<file path="src/design/pslf_pkg.sv">
// ----------------------------------------------------------------------------
// pslf_pkg - shared types and constants of the speed loop
// Field widths, register map, feedforward modes and the request and response
// bundles of the bit-serial multiplier and divider.
// ----------------------------------------------------------------------------
package pslf_pkg;

   // parameter defaults
   localparam int GAIN_FRAC_BITS_DEF = 24;
   localparam int INTEGRAL_WIDTH_DEF = 48;

   // configuration port
   localparam int CSR_ADDR_W = 5;
   localparam int CSR_DATA_W = 32;

   // field widths
   localparam int GAIN_W   = 32;
   localparam int TARGET_W = 15;
   localparam int SPEED_W  = 16;
   localparam int DT_W     = 16;
   localparam int DUTY_W   = 8;
   localparam int ERR_W    = 17;
   localparam int PERR_W   = 18;
   localparam int FFDIV_W  = 24;
   localparam int FFDIV_FRAC = 8;
   localparam int MODE_W   = 2;

   // serial arithmetic
   localparam int MUL_A_W = 64;
   localparam int MUL_B_W = 32;
   localparam int PROD_W  = 61;
   localparam int MSUM_W  = 65;
   localparam int STEP_W  = 6;
   localparam int SUM_W   = 56;
   localparam int TERM_LOG = 50;
   localparam int K_W     = 10;

   localparam logic [PROD_W-1:0] PROD_CAP = PROD_W'(1) << (PROD_W - 1);
   localparam logic [PROD_W-1:0] TERM_MAX = PROD_W'(1) << TERM_LOG;
   localparam logic [K_W-1:0]    K_THOUSAND = 10'd1000;

   // register map
   typedef logic [2:0] reg_idx_type;
   localparam reg_idx_type REG_GAIN_P     = 3'd0;
   localparam reg_idx_type REG_GAIN_I     = 3'd1;
   localparam reg_idx_type REG_GAIN_D     = 3'd2;
   localparam reg_idx_type REG_TARGET     = 3'd3;
   localparam reg_idx_type REG_FF_MODE    = 3'd4;
   localparam reg_idx_type REG_FF_FIXED   = 3'd5;
   localparam reg_idx_type REG_FF_DIVISOR = 3'd6;
   localparam reg_idx_type REG_ENABLE     = 3'd7;

   // feedforward modes (the fourth code adds nothing)
   localparam logic [MODE_W-1:0] FF_NONE  = 2'd0;
   localparam logic [MODE_W-1:0] FF_FIXED = 2'd1;
   localparam logic [MODE_W-1:0] FF_PROP  = 2'd2;

   // reset values
   localparam logic [TARGET_W-1:0] TARGET_RST  = 15'd19200;
   localparam logic [DUTY_W-1:0]   DUTY_RST    = 8'd190;
   localparam logic [FFDIV_W-1:0]  FFDIV_RST   = 24'd25600;

   typedef struct packed {
      logic [GAIN_W-1:0]   gain_p;
      logic [GAIN_W-1:0]   gain_i;
      logic [GAIN_W-1:0]   gain_d;
      logic [TARGET_W-1:0] speed_target;
      logic [MODE_W-1:0]   ff_mode;
      logic [DUTY_W-1:0]   ff_fixed;
      logic [FFDIV_W-1:0]  ff_divisor;
      logic                motor_enable;
   } cfg_type;

   typedef struct packed {
      logic               start;
      logic [MUL_A_W-1:0] a;
      logic [MUL_B_W-1:0] b;
      logic [STEP_W-1:0]  steps;
   } mul_req_type;

   typedef struct packed {
      logic              busy;
      logic              done;
      logic [PROD_W-1:0] prod;
   } mul_rsp_type;

   typedef struct packed {
      logic               start;
      logic [PROD_W-1:0]  num;
      logic [FFDIV_W-1:0] den;
   } div_req_type;

   typedef struct packed {
      logic              busy;
      logic              done;
      logic [PROD_W-1:0] quo;
   } div_rsp_type;

endpackage

</file>
<file path="src/design/pslf_sermul.sv">
// ----------------------------------------------------------------------------
// pslf_sermul - bit-serial saturating multiplier
// Walks the multiplier operand MSB first, one bit per cycle, doubling the
// partial product and adding the multiplicand. Saturates at PROD_CAP.
// ----------------------------------------------------------------------------
module pslf_sermul
   import pslf_pkg::*;
(
   input  logic        clock,
   input  logic        reset,
   input  mul_req_type req,
   output mul_rsp_type rsp
);

   logic [MUL_A_W-1:0] a_ff, a_in;
   logic [MUL_B_W-1:0] b_ff, b_in;
   logic [STEP_W-1:0]  steps_ff, steps_in;
   logic [PROD_W-1:0]  acc_ff, acc_in;
   logic               busy_ff, busy_in;
   logic               done_ff, done_in;
   logic [MSUM_W-1:0]  sum;
   logic               last;

   always_comb begin
      sum  = MSUM_W'({acc_ff, 1'b0})
           + (b_ff[MUL_B_W-1] ? MSUM_W'(a_ff) : MSUM_W'(0));
      last = busy_ff && (steps_ff == STEP_W'(1));
      a_in = a_ff;
      b_in = b_ff;
      steps_in = steps_ff;
      acc_in = acc_ff;
      busy_in = busy_ff;
      done_in = last;
      if (req.start) begin
         a_in = req.a;
         b_in = req.b;
         steps_in = req.steps;
         acc_in = '0;
         busy_in = 1'b1;
      end else if (busy_ff) begin
         // clamp, the partial product only grows
         acc_in = (sum >= MSUM_W'(PROD_CAP)) ? PROD_CAP : sum[PROD_W-1:0];
         b_in = b_ff << 1;
         steps_in = steps_ff - STEP_W'(1);
         busy_in = !last;
      end
   end

   always_ff @(posedge clock) begin
      if (reset) begin
         busy_ff <= 1'b0;
         done_ff <= 1'b0;
      end else begin
         busy_ff <= busy_in;
         done_ff <= done_in;
      end
      a_ff <= a_in;
      b_ff <= b_in;
      steps_ff <= steps_in;
      acc_ff <= acc_in;
   end

   assign rsp.busy = busy_ff;
   assign rsp.done = done_ff;
   assign rsp.prod = acc_ff;

endmodule

</file>
<file path="src/design/pslf_serdiv.sv">
// ----------------------------------------------------------------------------
// pslf_serdiv - bit-serial restoring divider
// One quotient bit per cycle, dividend shifted out MSB first while the
// quotient shifts in at the bottom of the same register.
// ----------------------------------------------------------------------------
module pslf_serdiv
   import pslf_pkg::*;
(
   input  logic        clock,
   input  logic        reset,
   input  div_req_type req,
   output div_rsp_type rsp
);

   logic [FFDIV_W-1:0] rem_ff, rem_in;
   logic [FFDIV_W-1:0] den_ff, den_in;
   logic [PROD_W-1:0]  quo_ff, quo_in;
   logic [STEP_W-1:0]  steps_ff, steps_in;
   logic               busy_ff, busy_in;
   logic               done_ff, done_in;
   logic [FFDIV_W:0]   trial;
   logic [FFDIV_W:0]   rest;
   logic               fits;
   logic               last;

   always_comb begin
      trial = {rem_ff, quo_ff[PROD_W-1]};
      rest  = trial - {1'b0, den_ff};
      fits  = trial >= {1'b0, den_ff};
      last  = busy_ff && (steps_ff == STEP_W'(1));
      rem_in = rem_ff;
      den_in = den_ff;
      quo_in = quo_ff;
      steps_in = steps_ff;
      busy_in = busy_ff;
      done_in = last;
      if (req.start) begin
         rem_in = '0;
         den_in = req.den;
         quo_in = req.num;
         steps_in = STEP_W'(PROD_W);
         busy_in = 1'b1;
      end else if (busy_ff) begin
         rem_in = fits ? rest[FFDIV_W-1:0] : trial[FFDIV_W-1:0];
         quo_in = {quo_ff[PROD_W-2:0], fits};
         steps_in = steps_ff - STEP_W'(1);
         busy_in = !last;
      end
   end

   always_ff @(posedge clock) begin
      if (reset) begin
         busy_ff <= 1'b0;
         done_ff <= 1'b0;
      end else begin
         busy_ff <= busy_in;
         done_ff <= done_in;
      end
      rem_ff <= rem_in;
      den_ff <= den_in;
      quo_ff <= quo_in;
      steps_ff <= steps_in;
   end

   assign rsp.busy = busy_ff;
   assign rsp.done = done_ff;
   assign rsp.quo  = quo_ff;

endmodule

</file>
<file path="src/design/pslf_csr.sv">
// ----------------------------------------------------------------------------
// pslf_csr - configuration registers
// APB-style register file, one register per 32-bit word, always ready.
// ----------------------------------------------------------------------------
module pslf_csr
   import pslf_pkg::*;
#(
   parameter int GAIN_FRAC_BITS = GAIN_FRAC_BITS_DEF
) (
   input  logic                  clock,
   input  logic                  reset,
   input  logic                  csr_psel,
   input  logic                  csr_penable,
   input  logic                  csr_pwrite,
   input  logic [CSR_ADDR_W-1:0] csr_paddr,
   input  logic [CSR_DATA_W-1:0] csr_pwdata,
   output logic [CSR_DATA_W-1:0] csr_prdata,
   output logic                  csr_pready,
   output cfg_type               cfg
);

   localparam longint unsigned ONE_F = 64'd1 << GAIN_FRAC_BITS;
   localparam logic [GAIN_W-1:0] GAIN_P_RST  = GAIN_W'((ONE_F + 10) / 20);
   localparam logic [GAIN_W-1:0] GAIN_ID_RST = GAIN_W'((ONE_F + 5000) / 10000);

   cfg_type     cfg_ff, cfg_in;
   reg_idx_type idx;
   logic        wr;

   assign idx = csr_paddr[CSR_ADDR_W-1:2];
   assign wr  = csr_psel && csr_penable && csr_pwrite;

   always_comb begin
      cfg_in = cfg_ff;
      if (wr) begin
         unique case (idx)
            REG_GAIN_P:     cfg_in.gain_p = csr_pwdata;
            REG_GAIN_I:     cfg_in.gain_i = csr_pwdata;
            REG_GAIN_D:     cfg_in.gain_d = csr_pwdata;
            REG_TARGET:     cfg_in.speed_target = csr_pwdata[TARGET_W-1:0];
            REG_FF_MODE:    cfg_in.ff_mode = csr_pwdata[MODE_W-1:0];
            REG_FF_FIXED:   cfg_in.ff_fixed = csr_pwdata[DUTY_W-1:0];
            REG_FF_DIVISOR: cfg_in.ff_divisor = csr_pwdata[FFDIV_W-1:0];
            REG_ENABLE:     cfg_in.motor_enable = csr_pwdata[0];
            default:        cfg_in = cfg_ff;
         endcase
      end
   end

   always_comb begin
      unique case (idx)
         REG_GAIN_P:     csr_prdata = cfg_ff.gain_p;
         REG_GAIN_I:     csr_prdata = cfg_ff.gain_i;
         REG_GAIN_D:     csr_prdata = cfg_ff.gain_d;
         REG_TARGET:     csr_prdata = CSR_DATA_W'(cfg_ff.speed_target);
         REG_FF_MODE:    csr_prdata = CSR_DATA_W'(cfg_ff.ff_mode);
         REG_FF_FIXED:   csr_prdata = CSR_DATA_W'(cfg_ff.ff_fixed);
         REG_FF_DIVISOR: csr_prdata = CSR_DATA_W'(cfg_ff.ff_divisor);
         REG_ENABLE:     csr_prdata = CSR_DATA_W'(cfg_ff.motor_enable);
         default:        csr_prdata = '0;
      endcase
   end

   always_ff @(posedge clock) begin
      if (reset) begin
         cfg_ff.gain_p       <= GAIN_P_RST;
         cfg_ff.gain_i       <= GAIN_ID_RST;
         cfg_ff.gain_d       <= GAIN_ID_RST;
         cfg_ff.speed_target <= TARGET_RST;
         cfg_ff.ff_mode      <= FF_PROP;
         cfg_ff.ff_fixed     <= DUTY_RST;
         cfg_ff.ff_divisor   <= FFDIV_RST;
         cfg_ff.motor_enable <= 1'b0;
      end else begin
         cfg_ff <= cfg_in;
      end
   end

   assign csr_pready = 1'b1;
   assign cfg = cfg_ff;

endmodule

</file>
<file path="src/design/pid_speed_loop_feedforward_unit.sv">
// ----------------------------------------------------------------------------
// pid_speed_loop_feedforward_unit - PID speed loop with feedforward
// Turns speed measurements into an 8-bit PWM duty using a bit-serial
// multiplier and divider under a small sequencer.
// ----------------------------------------------------------------------------
// Usage:
//   req channel: one transaction per measurement, tdata = speed (bits 15:0)
//   and elapsed microseconds (bits 31:16). rsp channel: one transaction per
//   measurement, tdata = drive (7:0) and speed error (24:8), tuser = flag
//   that the PID update ran. The csr port holds gains, target, feedforward
//   mode and the enable; write it only while the loop is idle.
//   A repeated speed skips the serial units and goes straight to the output
//   state. A new speed runs five serial products (17, 17, 10, 32 and 16 bit
//   steps) and two or three 61-step divisions, the third only with
//   proportional feedforward, one unit busy at a time. A new measurement is
//   taken only once the previous one has left the sequencer.
//   Reset clears the integral, the previous error and speed, sets the held
//   duty to 190 and loads the register defaults.
//   A stalled receiver holds the finished result in the output register;
//   the next transaction is still taken and works until its own result
//   needs the register.
// ----------------------------------------------------------------------------
module pid_speed_loop_feedforward_unit
   import pslf_pkg::*;
#(
   parameter int GAIN_FRAC_BITS = GAIN_FRAC_BITS_DEF,
   parameter int INTEGRAL_WIDTH = INTEGRAL_WIDTH_DEF
) (
   input  logic                  clock,
   input  logic                  reset,
   input  logic                  csr_psel,
   input  logic                  csr_penable,
   input  logic                  csr_pwrite,
   input  logic [CSR_ADDR_W-1:0] csr_paddr,
   input  logic [CSR_DATA_W-1:0] csr_pwdata,
   output logic [CSR_DATA_W-1:0] csr_prdata,
   output logic                  csr_pready,
   input  logic                  req_tvalid,
   output logic                  req_tready,
   input  logic [31:0]           req_tdata,   // speed_meas[15:0], elapsed_us[31:16]
   output logic                  rsp_tvalid,
   input  logic                  rsp_tready,
   output logic [31:0]           rsp_tdata,   // drive[7:0], speed_error[24:8], zeros
   output logic                  rsp_tuser    // recomputed
);

   localparam int IW = INTEGRAL_WIDTH;

   typedef enum logic [11:0] {
      ST_IDLE   = 12'b0000_0000_0001,
      ST_MUL_P  = 12'b0000_0000_0010,
      ST_MUL_D1 = 12'b0000_0000_0100,
      ST_MUL_D2 = 12'b0000_0000_1000,
      ST_DIV_D  = 12'b0000_0001_0000,
      ST_MUL_I1 = 12'b0000_0010_0000,
      ST_MUL_I2 = 12'b0000_0100_0000,
      ST_DIV_I  = 12'b0000_1000_0000,
      ST_DIV_F  = 12'b0001_0000_0000,
      ST_SUM    = 12'b0010_0000_0000,
      ST_DUTY   = 12'b0100_0000_0000,
      ST_OUT    = 12'b1000_0000_0000
   } state_type;

   cfg_type     cfg;
   mul_req_type mul_req;
   mul_rsp_type mul_rsp;
   div_req_type div_req;
   div_rsp_type div_rsp;

   state_type state_ff, state_in;
   logic      go_ff, go_in;

   // item registers
   logic [SPEED_W-1:0]       speed_ff, speed_in;
   logic [DT_W-1:0]          dt_ff, dt_in;
   logic signed [ERR_W-1:0]  err_ff, err_in;
   logic signed [PERR_W-1:0] diff_ff, diff_in;
   logic                     run_ff, run_in;
   logic signed [SUM_W-1:0]  total_ff, total_in;

   // loop state
   logic signed [IW-1:0]     integ_ff, integ_in;
   logic signed [PERR_W-1:0] perr_ff, perr_in;
   logic [SPEED_W-1:0]       pspeed_ff, pspeed_in;
   logic [DUTY_W-1:0]        held_ff, held_in;

   // output register
   logic                     rvalid_ff, rvalid_in;
   logic [DUTY_W-1:0]        rdrive_ff, rdrive_in;
   logic                     rrecomp_ff, rrecomp_in;
   logic signed [ERR_W-1:0]  rerr_ff, rerr_in;

   logic                     accept;
   logic                     out_free;
   logic [SPEED_W-1:0]       meas;
   logic [DT_W-1:0]          elapsed;
   logic signed [ERR_W-1:0]  err_now;
   logic signed [IW:0]       integ_sum;
   logic [ERR_W-1:0]         err_neg, err_mag;
   logic [PERR_W-1:0]        diff_neg;
   logic [ERR_W-1:0]         diff_mag;
   logic [IW-1:0]            integ_mag;
   logic [PROD_W-1:0]        quo_cap;
   logic [SUM_W-1:0]         term_mag;
   logic                     term_neg;
   logic                     term_add;
   logic signed [SUM_W-1:0]  term_val;
   logic [SUM_W-1:0]         tot_shift;
   logic                     tot_pos;

   pslf_csr #(
      .GAIN_FRAC_BITS(GAIN_FRAC_BITS)
   ) u_csr (
      .clock       (clock),
      .reset       (reset),
      .csr_psel    (csr_psel),
      .csr_penable (csr_penable),
      .csr_pwrite  (csr_pwrite),
      .csr_paddr   (csr_paddr),
      .csr_pwdata  (csr_pwdata),
      .csr_prdata  (csr_prdata),
      .csr_pready  (csr_pready),
      .cfg         (cfg)
   );

   pslf_sermul u_mul (
      .clock (clock),
      .reset (reset),
      .req   (mul_req),
      .rsp   (mul_rsp)
   );

   pslf_serdiv u_div (
      .clock (clock),
      .reset (reset),
      .req   (div_req),
      .rsp   (div_rsp)
   );

   assign req_tready = (state_ff == ST_IDLE);
   assign accept     = req_tvalid && req_tready;
   assign out_free   = !rvalid_ff || rsp_tready;

   // item decode and integral update
   always_comb begin
      meas      = req_tdata[SPEED_W-1:0];
      elapsed   = req_tdata[SPEED_W+DT_W-1:SPEED_W];
      err_now   = signed'({2'b00, cfg.speed_target}) - signed'({1'b0, meas});
      integ_sum = IW'(integ_ff) + (IW+1)'(err_now);
      integ_sum = {integ_ff[IW-1], integ_ff} + (IW+1)'(err_now);
      err_neg   = -err_ff;
      err_mag   = err_ff[ERR_W-1] ? err_neg : err_ff;
      diff_neg  = -diff_ff;
      diff_mag  = ERR_W'(diff_ff[PERR_W-1] ? diff_neg : diff_ff);
      integ_mag = integ_ff[IW-1] ? IW'(-integ_ff) : IW'(integ_ff);
      quo_cap   = (div_rsp.quo > TERM_MAX) ? TERM_MAX : div_rsp.quo;
      tot_shift = total_ff >> GAIN_FRAC_BITS;
      tot_pos   = !total_ff[SUM_W-1] && (total_ff != '0);
   end

   // operand selection for the shared serial units
   always_comb begin
      mul_req = '0;
      div_req = '0;
      unique case (state_ff)
         ST_MUL_P: begin
            mul_req.a = MUL_A_W'(cfg.gain_p);
            mul_req.b = {err_mag, {(MUL_B_W-ERR_W){1'b0}}};
            mul_req.steps = STEP_W'(ERR_W);
         end
         ST_MUL_D1: begin
            mul_req.a = MUL_A_W'(cfg.gain_d);
            mul_req.b = {diff_mag, {(MUL_B_W-ERR_W){1'b0}}};
            mul_req.steps = STEP_W'(ERR_W);
         end
         ST_MUL_D2: begin
            mul_req.a = MUL_A_W'(mul_rsp.prod);
            mul_req.b = {K_THOUSAND, {(MUL_B_W-K_W){1'b0}}};
            mul_req.steps = STEP_W'(K_W);
         end
         ST_MUL_I1: begin
            mul_req.a = MUL_A_W'(integ_mag);
            mul_req.b = cfg.gain_i;
            mul_req.steps = STEP_W'(MUL_B_W);
         end
         ST_MUL_I2: begin
            mul_req.a = MUL_A_W'(mul_rsp.prod);
            mul_req.b = {dt_ff, {(MUL_B_W-DT_W){1'b0}}};
            mul_req.steps = STEP_W'(DT_W);
         end
         ST_DIV_D: begin
            div_req.num = mul_rsp.prod;
            div_req.den = FFDIV_W'(dt_ff);
         end
         ST_DIV_I: begin
            div_req.num = mul_rsp.prod;
            div_req.den = FFDIV_W'(K_THOUSAND);
         end
         ST_DIV_F: begin
            div_req.num = PROD_W'(cfg.speed_target) << (FFDIV_FRAC + GAIN_FRAC_BITS);
            div_req.den = (cfg.ff_divisor == '0) ? FFDIV_W'(1) : cfg.ff_divisor;
         end
         default: begin
            mul_req = '0;
            div_req = '0;
         end
      endcase
      mul_req.start = go_ff && (state_ff == ST_MUL_P || state_ff == ST_MUL_D1 ||
                      state_ff == ST_MUL_D2 || state_ff == ST_MUL_I1 ||
                      state_ff == ST_MUL_I2);
      div_req.start = go_ff && (state_ff == ST_DIV_D || state_ff == ST_DIV_I ||
                      state_ff == ST_DIV_F);
   end

   // term to add into the running sum
   always_comb begin
      term_mag = '0;
      term_neg = 1'b0;
      term_add = 1'b0;
      unique case (state_ff)
         ST_MUL_P: begin
            term_mag = SUM_W'(mul_rsp.prod);
            term_neg = err_ff[ERR_W-1];
            term_add = mul_rsp.done;
         end
         ST_DIV_D: begin
            term_mag = SUM_W'(quo_cap);
            term_neg = diff_ff[PERR_W-1];
            term_add = div_rsp.done;
         end
         ST_DIV_I: begin
            term_mag = SUM_W'(quo_cap);
            term_neg = integ_ff[IW-1];
            term_add = div_rsp.done;
         end
         ST_DIV_F: begin
            term_mag = SUM_W'(div_rsp.quo);
            term_add = div_rsp.done;
         end
         ST_SUM: begin
            term_mag = SUM_W'(cfg.ff_fixed) << GAIN_FRAC_BITS;
            term_add = (cfg.ff_mode == FF_FIXED);
         end
         default: begin
            term_add = 1'b0;
         end
      endcase
      term_val = term_neg ? -signed'(term_mag) : signed'(term_mag);
   end

   // sequencer
   always_comb begin
      state_in  = state_ff;
      speed_in  = speed_ff;
      dt_in     = dt_ff;
      err_in    = err_ff;
      diff_in   = diff_ff;
      run_in    = run_ff;
      total_in  = term_add ? total_ff + term_val : total_ff;
      integ_in  = integ_ff;
      perr_in   = perr_ff;
      pspeed_in = pspeed_ff;
      held_in   = held_ff;
      rdrive_in = rdrive_ff;
      rrecomp_in = rrecomp_ff;
      rerr_in   = rerr_ff;
      rvalid_in = rsp_tready ? 1'b0 : rvalid_ff;

      unique case (state_ff)
         ST_IDLE: begin
            if (accept) begin
               speed_in = meas;
               dt_in    = (elapsed == '0) ? DT_W'(1) : elapsed;
               err_in   = err_now;
               run_in   = (meas != pspeed_ff);
               total_in = '0;
               if (meas != pspeed_ff) begin
                  // saturate the integral at its signed limits
                  if (integ_sum[IW] != integ_sum[IW-1]) begin
                     integ_in = integ_sum[IW] ? {1'b1, {(IW-1){1'b0}}}
                                              : {1'b0, {(IW-1){1'b1}}};
                  end else begin
                     integ_in = integ_sum[IW-1:0];
                  end
                  diff_in  = perr_ff - PERR_W'(err_now);
                  state_in = ST_MUL_P;
               end else begin
                  state_in = ST_OUT;
               end
            end
         end
         ST_MUL_P:  if (mul_rsp.done) state_in = ST_MUL_D1;
         ST_MUL_D1: if (mul_rsp.done) state_in = ST_MUL_D2;
         ST_MUL_D2: if (mul_rsp.done) state_in = ST_DIV_D;
         ST_DIV_D:  if (div_rsp.done) state_in = ST_MUL_I1;
         ST_MUL_I1: if (mul_rsp.done) state_in = ST_MUL_I2;
         ST_MUL_I2: if (mul_rsp.done) state_in = ST_DIV_I;
         ST_DIV_I: begin
            if (div_rsp.done) begin
               state_in = (cfg.ff_mode == FF_PROP) ? ST_DIV_F : ST_SUM;
            end
         end
         ST_DIV_F:  if (div_rsp.done) state_in = ST_SUM;
         ST_SUM:    state_in = ST_DUTY;
         ST_DUTY: begin
            // truncate to the integer duty and clamp to 0..255
            if (!tot_pos) begin
               held_in = '0;
            end else if (tot_shift > SUM_W'(255)) begin
               held_in = '1;
            end else begin
               held_in = tot_shift[DUTY_W-1:0];
            end
            perr_in   = PERR_W'(err_ff);
            pspeed_in = speed_ff;
            state_in  = ST_OUT;
         end
         ST_OUT: begin
            if (out_free) begin
               rvalid_in  = 1'b1;
               rdrive_in  = cfg.motor_enable ? held_ff : '0;
               rrecomp_in = run_ff;
               rerr_in    = err_ff;
               state_in   = ST_IDLE;
            end
         end
         default: state_in = ST_IDLE;
      endcase
      go_in = (state_in != state_ff);
   end

   always_ff @(posedge clock) begin
      if (reset) begin
         state_ff  <= ST_IDLE;
         go_ff     <= 1'b0;
         rvalid_ff <= 1'b0;
         integ_ff  <= '0;
         perr_ff   <= '0;
         pspeed_ff <= '0;
         held_ff   <= DUTY_RST;
      end else begin
         state_ff  <= state_in;
         go_ff     <= go_in;
         rvalid_ff <= rvalid_in;
         integ_ff  <= integ_in;
         perr_ff   <= perr_in;
         pspeed_ff <= pspeed_in;
         held_ff   <= held_in;
      end
      speed_ff   <= speed_in;
      dt_ff      <= dt_in;
      err_ff     <= err_in;
      diff_ff    <= diff_in;
      run_ff     <= run_in;
      total_ff   <= total_in;
      rdrive_ff  <= rdrive_in;
      rrecomp_ff <= rrecomp_in;
      rerr_ff    <= rerr_in;
   end

   assign rsp_tvalid = rvalid_ff;
   assign rsp_tdata  = {7'b0, rerr_ff, rdrive_ff};
   assign rsp_tuser  = rrecomp_ff;

   // only one serial unit works at a time
   a_units_excl: assert property (@(posedge clock) disable iff (reset)
      !(mul_rsp.busy && div_rsp.busy))
      else $error("multiplier and divider busy together");

   // the multiplier is never restarted while it is still working
   a_mul_start_free: assert property (@(posedge clock) disable iff (reset)
      mul_req.start |-> !mul_rsp.busy)
      else $error("multiplier restarted while busy");

   // the integral moves only when a transaction is taken
   a_integ_hold: assert property (@(posedge clock) disable iff (reset)
      !accept |=> $stable(integ_ff))
      else $error("integral changed without a transaction");

   // a finished item waits while the output register is still occupied
   a_out_wait: assert property (@(posedge clock) disable iff (reset)
      (state_ff == ST_OUT && rvalid_ff && !rsp_tready) |=> (state_ff == ST_OUT))
      else $error("result overwrote a pending transaction");

   // drive is gated off while the motor is disabled
   a_drive_gated: assert property (@(posedge clock) disable iff (reset)
      (rvalid_in && !rvalid_ff && !cfg.motor_enable) |=> (rdrive_ff == '0))
      else $error("drive set while motor disabled");

endmodule

</file>
<file path="config.mk">
export PLATFORM = sky130hd
export DESIGN_NAME = pid_speed_loop_feedforward_unit
export DESIGN_NICKNAME = d
export VERILOG_FILES = /design/src/design/pslf_pkg.sv /design/src/design/pslf_sermul.sv /design/src/design/pslf_serdiv.sv /design/src/design/pslf_csr.sv /design/src/design/pid_speed_loop_feedforward_unit.sv
export SDC_FILE = /design/constraint.sdc
export NUM_CORES = 2
export LEC_CHECK = 0
export BUFFER_PORTS_ARGS = -buffer_cell sky130_fd_sc_hd__buf_2
export CORE_MARGIN = 1.5
export CORE_UTILIZATION = 40
export CTS_BUF_LIST = sky130_fd_sc_hd__clkbuf_4 sky130_fd_sc_hd__clkbuf_8
export DETAILED_ROUTE_END_ITERATION = 8
export PLACE_DENSITY = 0.53
export SYNTH_ARGS = -nofsm -noshare
export SYNTH_HDL_FRONTEND = slang
export SYNTH_HIERARCHICAL = 1
export SYNTH_SLANG_ARGS = --single-unit
</file>
<file path="constraint.sdc">
create_clock -name clock -period 17.89 [get_ports clock]
set_input_delay 0.8945 -clock clock [delete_from_list [all_inputs] [get_ports clock]]
set_output_delay 0.8945 -clock clock [all_outputs]
set_load 0.03 [all_outputs]
</file>
* Word-level counts from Yosys, hierarchy flattened
Cells that the tools add are included.
Storage, ports and cells: flip-flop bits (word level) 681, input bits 76, output and inout port bits 68, logic and storage cells 164
Cells by class: $add $sub $neg 12, $lt $le $gt $ge 4, equality and inequality tests 26, multiplexer cells 48, reduce and logical (&&, ||, !) cells 38
Operators with widths (number):
- $pmux 99 s5 | 1
- $mux 56 | 5
- $pmux 32 s8 | 1
- $pmux 85 s3 | 1
- $pmux 56 s4 | 1
- $mux 61 | 3
- $mux 48 | 3
- $pmux 12 s12 | 1
- $mux 12 | 11
- $add 62x65->65 | 1
- $ge 65x61->1 const B | 1
- $mux 32 | 2
- $mux 64 | 1
- $gt 61x51->1 const B | 1
- $add 56x56->56 | 1
- $neg 56->56 | 1
- $reduce_bool 56->1 | 1
- $add 48x17->49 | 1
- $mux 24 | 2
- $neg 48->48 | 1
- $mux 17 | 2
- $neg 17->17 | 2
- $gt 32x8->1 const B | 1
- $ge 25x24->1 | 1
- other kinds (41) | 82

* Depth between registers and ports, before layout
depth in word-level cells 9, gate-level depth with buffers 31, depth with buffers taken out 27

* By module
Netlist, hierarchy kept.
By module, submodules not included:
- pid_speed_loop_feedforward_unit | times used 1, cells each 2958, area each 22929.5 µm², sequential area each 6005.8 µm²
- pslf_sermul | times used 1, cells each 1066, area each 10363.7 µm², sequential area each 4324.1 µm²
- pslf_csr | times used 1, cells each 835, area each 6364.9 µm², sequential area each 2922.8 µm²
- pslf_serdiv | times used 1, cells each 539, area each 6110.9 µm², sequential area each 3193.1 µm²

* Worst setup path after synthesis
Ideal clock, no wire load.
kind register to register, from register state_ff[4], to register u_mul.b_ff[0] (enable), setup time 393 ps, data arrival time 6637 ps, data required time 17497 ps, setup slack 10860 ps, cell stages (with the launch flop) 15, clock period less this slack 7030 ps, cells stage by stage dfxtp_1 > buf_2 > or4_1 > buf_2 > or4_1 > or3b_1 > clkbuf_1 > nand2_1 > or2_2 > nor3_1 > nor2b_1 > clkbuf_1 > nor2_1 > clkbuf_1 > inv_1
RTL lines:
- start: declaration | line pid_speed_loop_feedforward_unit.sv:70 | state_type state_ff, state_in;
- start signal: assignment | line pid_speed_loop_feedforward_unit.sv:342 | state_ff <= state_in;
- end signal: assignment | line pslf_sermul.sv:58 | b_ff <= b_in;
- end: declaration | line pslf_sermul.sv:16 | logic [MUL_B_W-1:0] b_ff, b_in;

* Final worst setup path
from register state_ff[4], to register total_ff[53]
On the way: longest elaborated chain between the ends 9, elaborated cells between the ends (all ways) 18, classes of those cells add/sub: 2; eq/ne: 6; mux: 7; reduce/logical: 3
Ends and longest elaborated chain:
- $eq 12x5->1 or $eq 12x8->1 (tied branches) | line pid_speed_loop_feedforward_unit.sv:220 | unique case (state_ff)
- $reduce_or 2->1 (no source line)
- $pmux 56 s4 | line pid_speed_loop_feedforward_unit.sv:220
- $neg 56->56 | line pid_speed_loop_feedforward_unit.sv:248 | term_val = term_neg ? -signed'(term_mag) : signed'(term_mag);
- $mux 56 | line pid_speed_loop_feedforward_unit.sv:248
- $add 56x56->56 | line pid_speed_loop_feedforward_unit.sv:259 | total_in = term_add ? total_ff + term_val : total_ff;
- $mux 56 | line pid_speed_loop_feedforward_unit.sv:259
- $mux 56 | line pid_speed_loop_feedforward_unit.sv:271 | if (accept) begin
- $mux 56 (*) | line pid_speed_loop_feedforward_unit.sv:269 | unique case (state_ff)
- via total_in[53] | line pid_speed_loop_feedforward_unit.sv:79 | logic signed [SUM_W-1:0] total_ff, total_in;
- end signal: assignment | line pid_speed_loop_feedforward_unit.sv:355 | total_ff <= total_in;
- end: declaration | line pid_speed_loop_feedforward_unit.sv:79
The timed path passes the listed nets; every way through them passes the cells marked *. A chain may end at the register's enable or synchronous reset.

==> results.py <==
metrics = {
    "status": {
        "status": "complete, no violations",
    },
    "min_path": {
        "hp-class": "primary input to register",
    },
    "clocking": {
        "cts_made_buffers": 132,
        "clk_latency_ps": 840,
        "postCtsSetupBuffers": 0,
        "cts_resized": 0,
        "ctsHoldBuffers": 0,
        "clkTransAtPathRegs_ps": 60,
        "cts_tree": "built",
        "htree_levels": 4,
        "root_buffer": "clkbuf_8",
        "clkSinkCount": 681,
        "ctsLongestPathBuffers": 3,
    },
    "place": {
        "io_buffer_count": 133,
        "pre_cts_slack_ps": 9876,
        "place.gp.congestion": 0.9647,
        "post-dp-hpwl_um": 123100,
    },
    "detailed_routing": {
        "detail_route.first_pass.iterations": 6,
        "wl_per_cell_um": 24.12,
        "ant_nets": 0,
        "drt-initial-drc-count": 4319,
        "vias": 41399,
        "via_per_inst": 5.912,
        "totalWireLength_um": 168900,
        "post-route-drc-count": 0,
    },
    "timing": {
        "fin_hold_ws_ps": 257.7,
        "tightest_slew_ps": 1180,
        "slew_viol_final": 0,
        "hold_viol_final": 0,
        "fmaxAchievable_ghz": 0.1285,
        "period_share": 0.4351,
        "setup_slack_ps": 10110,
        "period_minus_slack_ps": 7783,
        "finalSetupTns_ps": 0,
        "slew_headroom": 0.2102,
        "rsz0062_at_grt": "false",
        "setup_violations": 0,
        "fin_worst_skew_ps": 53.73,
    },
    "synth": {
        "ys_warn_count": 6,
        "syn-cell-area_um2": 45750,
        "syn_area_per_cell_um2": 8.479,
        "synth_cells": 5396,
    },
    "pwr": {
        "power_density_nw_per_um2": 93.50,
        "leakagePower_uw": 0.01902,
        "peakVddDrop_v": 0.00009552,
    },
    "final_layout": {
        "final_common_cell": "nand2_1",
        "fillers": 11469,
        "syn_to_final_growth_pct": 9.976,
        "most-common-layout-cells": "nand2_1, a21oi_1, dfxtp_1, o21ai_0, nor2_1",
        "drive_above_1_share": 0.1231,
        "finalNetCount": 5700,
    },
    "die": {
        "floorplan.initialDensity": 0.4050,
        "die_h_um": 341.2,
        "die_area_um2": 116400,
        "pin_count": 144,
        "die_x_um": 341.2,
        "std_cell_rows": 123,
        "fp.coreArea_um2": 113000,
    },
    "setup_path": {
        "worstPathArrival_ps": 8500,
        "startpoint_type": "register",
        "end_kind": "register",
        "cp.required_ps": 18610,
        "path_max_fanout": 72,
        "criticalPathCategory": "register to register",
    },
    "flow_run": {
        "cap_violations": 0,
    },
    "global_routing": {
        "overflow": 0,
        "grt_max_degree": 165,
        "grtUsageTotal": 0.2826,
        "grt_pass1_vias": 38441,
        "antenna_found_initial": 17,
        "grt_pass1_wl_um": 249600,
    },
}
[per-stage QoR]
step	area, µm²	util	instances	total power, µW
detailed placement	47450	0.4201	6755	3011
CTS	50310	0.4454	6999	4725
floorplan	45790	-	5406	2640
finish	50320	0.4454	7002	4705
global placement	47450	0.4201	6755	2998
global route	50320	0.4454	7001	4938
[report_power, final]
part | switching (µW) | internal, µW
Combinational | 756 | 409
Clock | 755 | 951
Sequential | 146 | 1690
[worst max-delay path: stages, from the launching register on]
cell and delay, ps:
dfxtp_1 390, nor4_1 620, and4_4 820, buf_4 730, a22oi_1 270, ha_1 310, inv_1 210, a211o_1 210
o21ai_0 130, xor2_1 230, ha_1 390, and2_1 250, nand3_1 120, or4_1 510, a2111oi_0 890, o21ai_0 370
a21oi_1 400, a31oi_1 190, o21ai_0 290, mux2i_1 220, nor2_1 60
[routing by layer]
metal  global-route usage  vias to the layer above  routed length, µm
li1                     -                    19685                  -
met1               0.3862                    19788              74440
met2               0.4334                     1614              73930
met3              0.05467                      298              13140
met4               0.1219                       14               7282
met5                    0                        -                 85
[worst paths after layout]
kind | slack [ps] | end | startpoint | cells past startpoint
max reg2reg | 10110 | total_ff[53] | state_ff[4] | 20
min reg2reg | 450 | rsp_tuser | run_ff | 0
max | 10110 | total_ff[53] | state_ff[4] | 20
min | 260 | dt_ff[5] | req_tdata[21] | 1
[cell type report]
type	instances	area, µm²	area share
multi-input cells	4220	27350	0.5436
flip-flops and latches	681	16450	0.3269
clock buffers	204	2520	0.05008
well taps	1500	1877	0.03730
repair buffers	201	1199	0.02382
inverters	153	574.3	0.01141
clock inverters	40	340.3	0.006763
diodes	3	7.507	0.0001492
[sequential cells by signal, indices dropped and copies added, names as in the netlist, 18 cells and up]
signal and flops:
u_csr/cfg 146, u_mul/a_ff 64, u_div/quo_ff 61, u_mul/acc_ff 61, total_ff 56, integ_ff 48
u_mul/b_ff 32, u_div/den_ff 24, u_div/rem_ff 24, diff_ff 18
(Power assumes the default switching activity.)
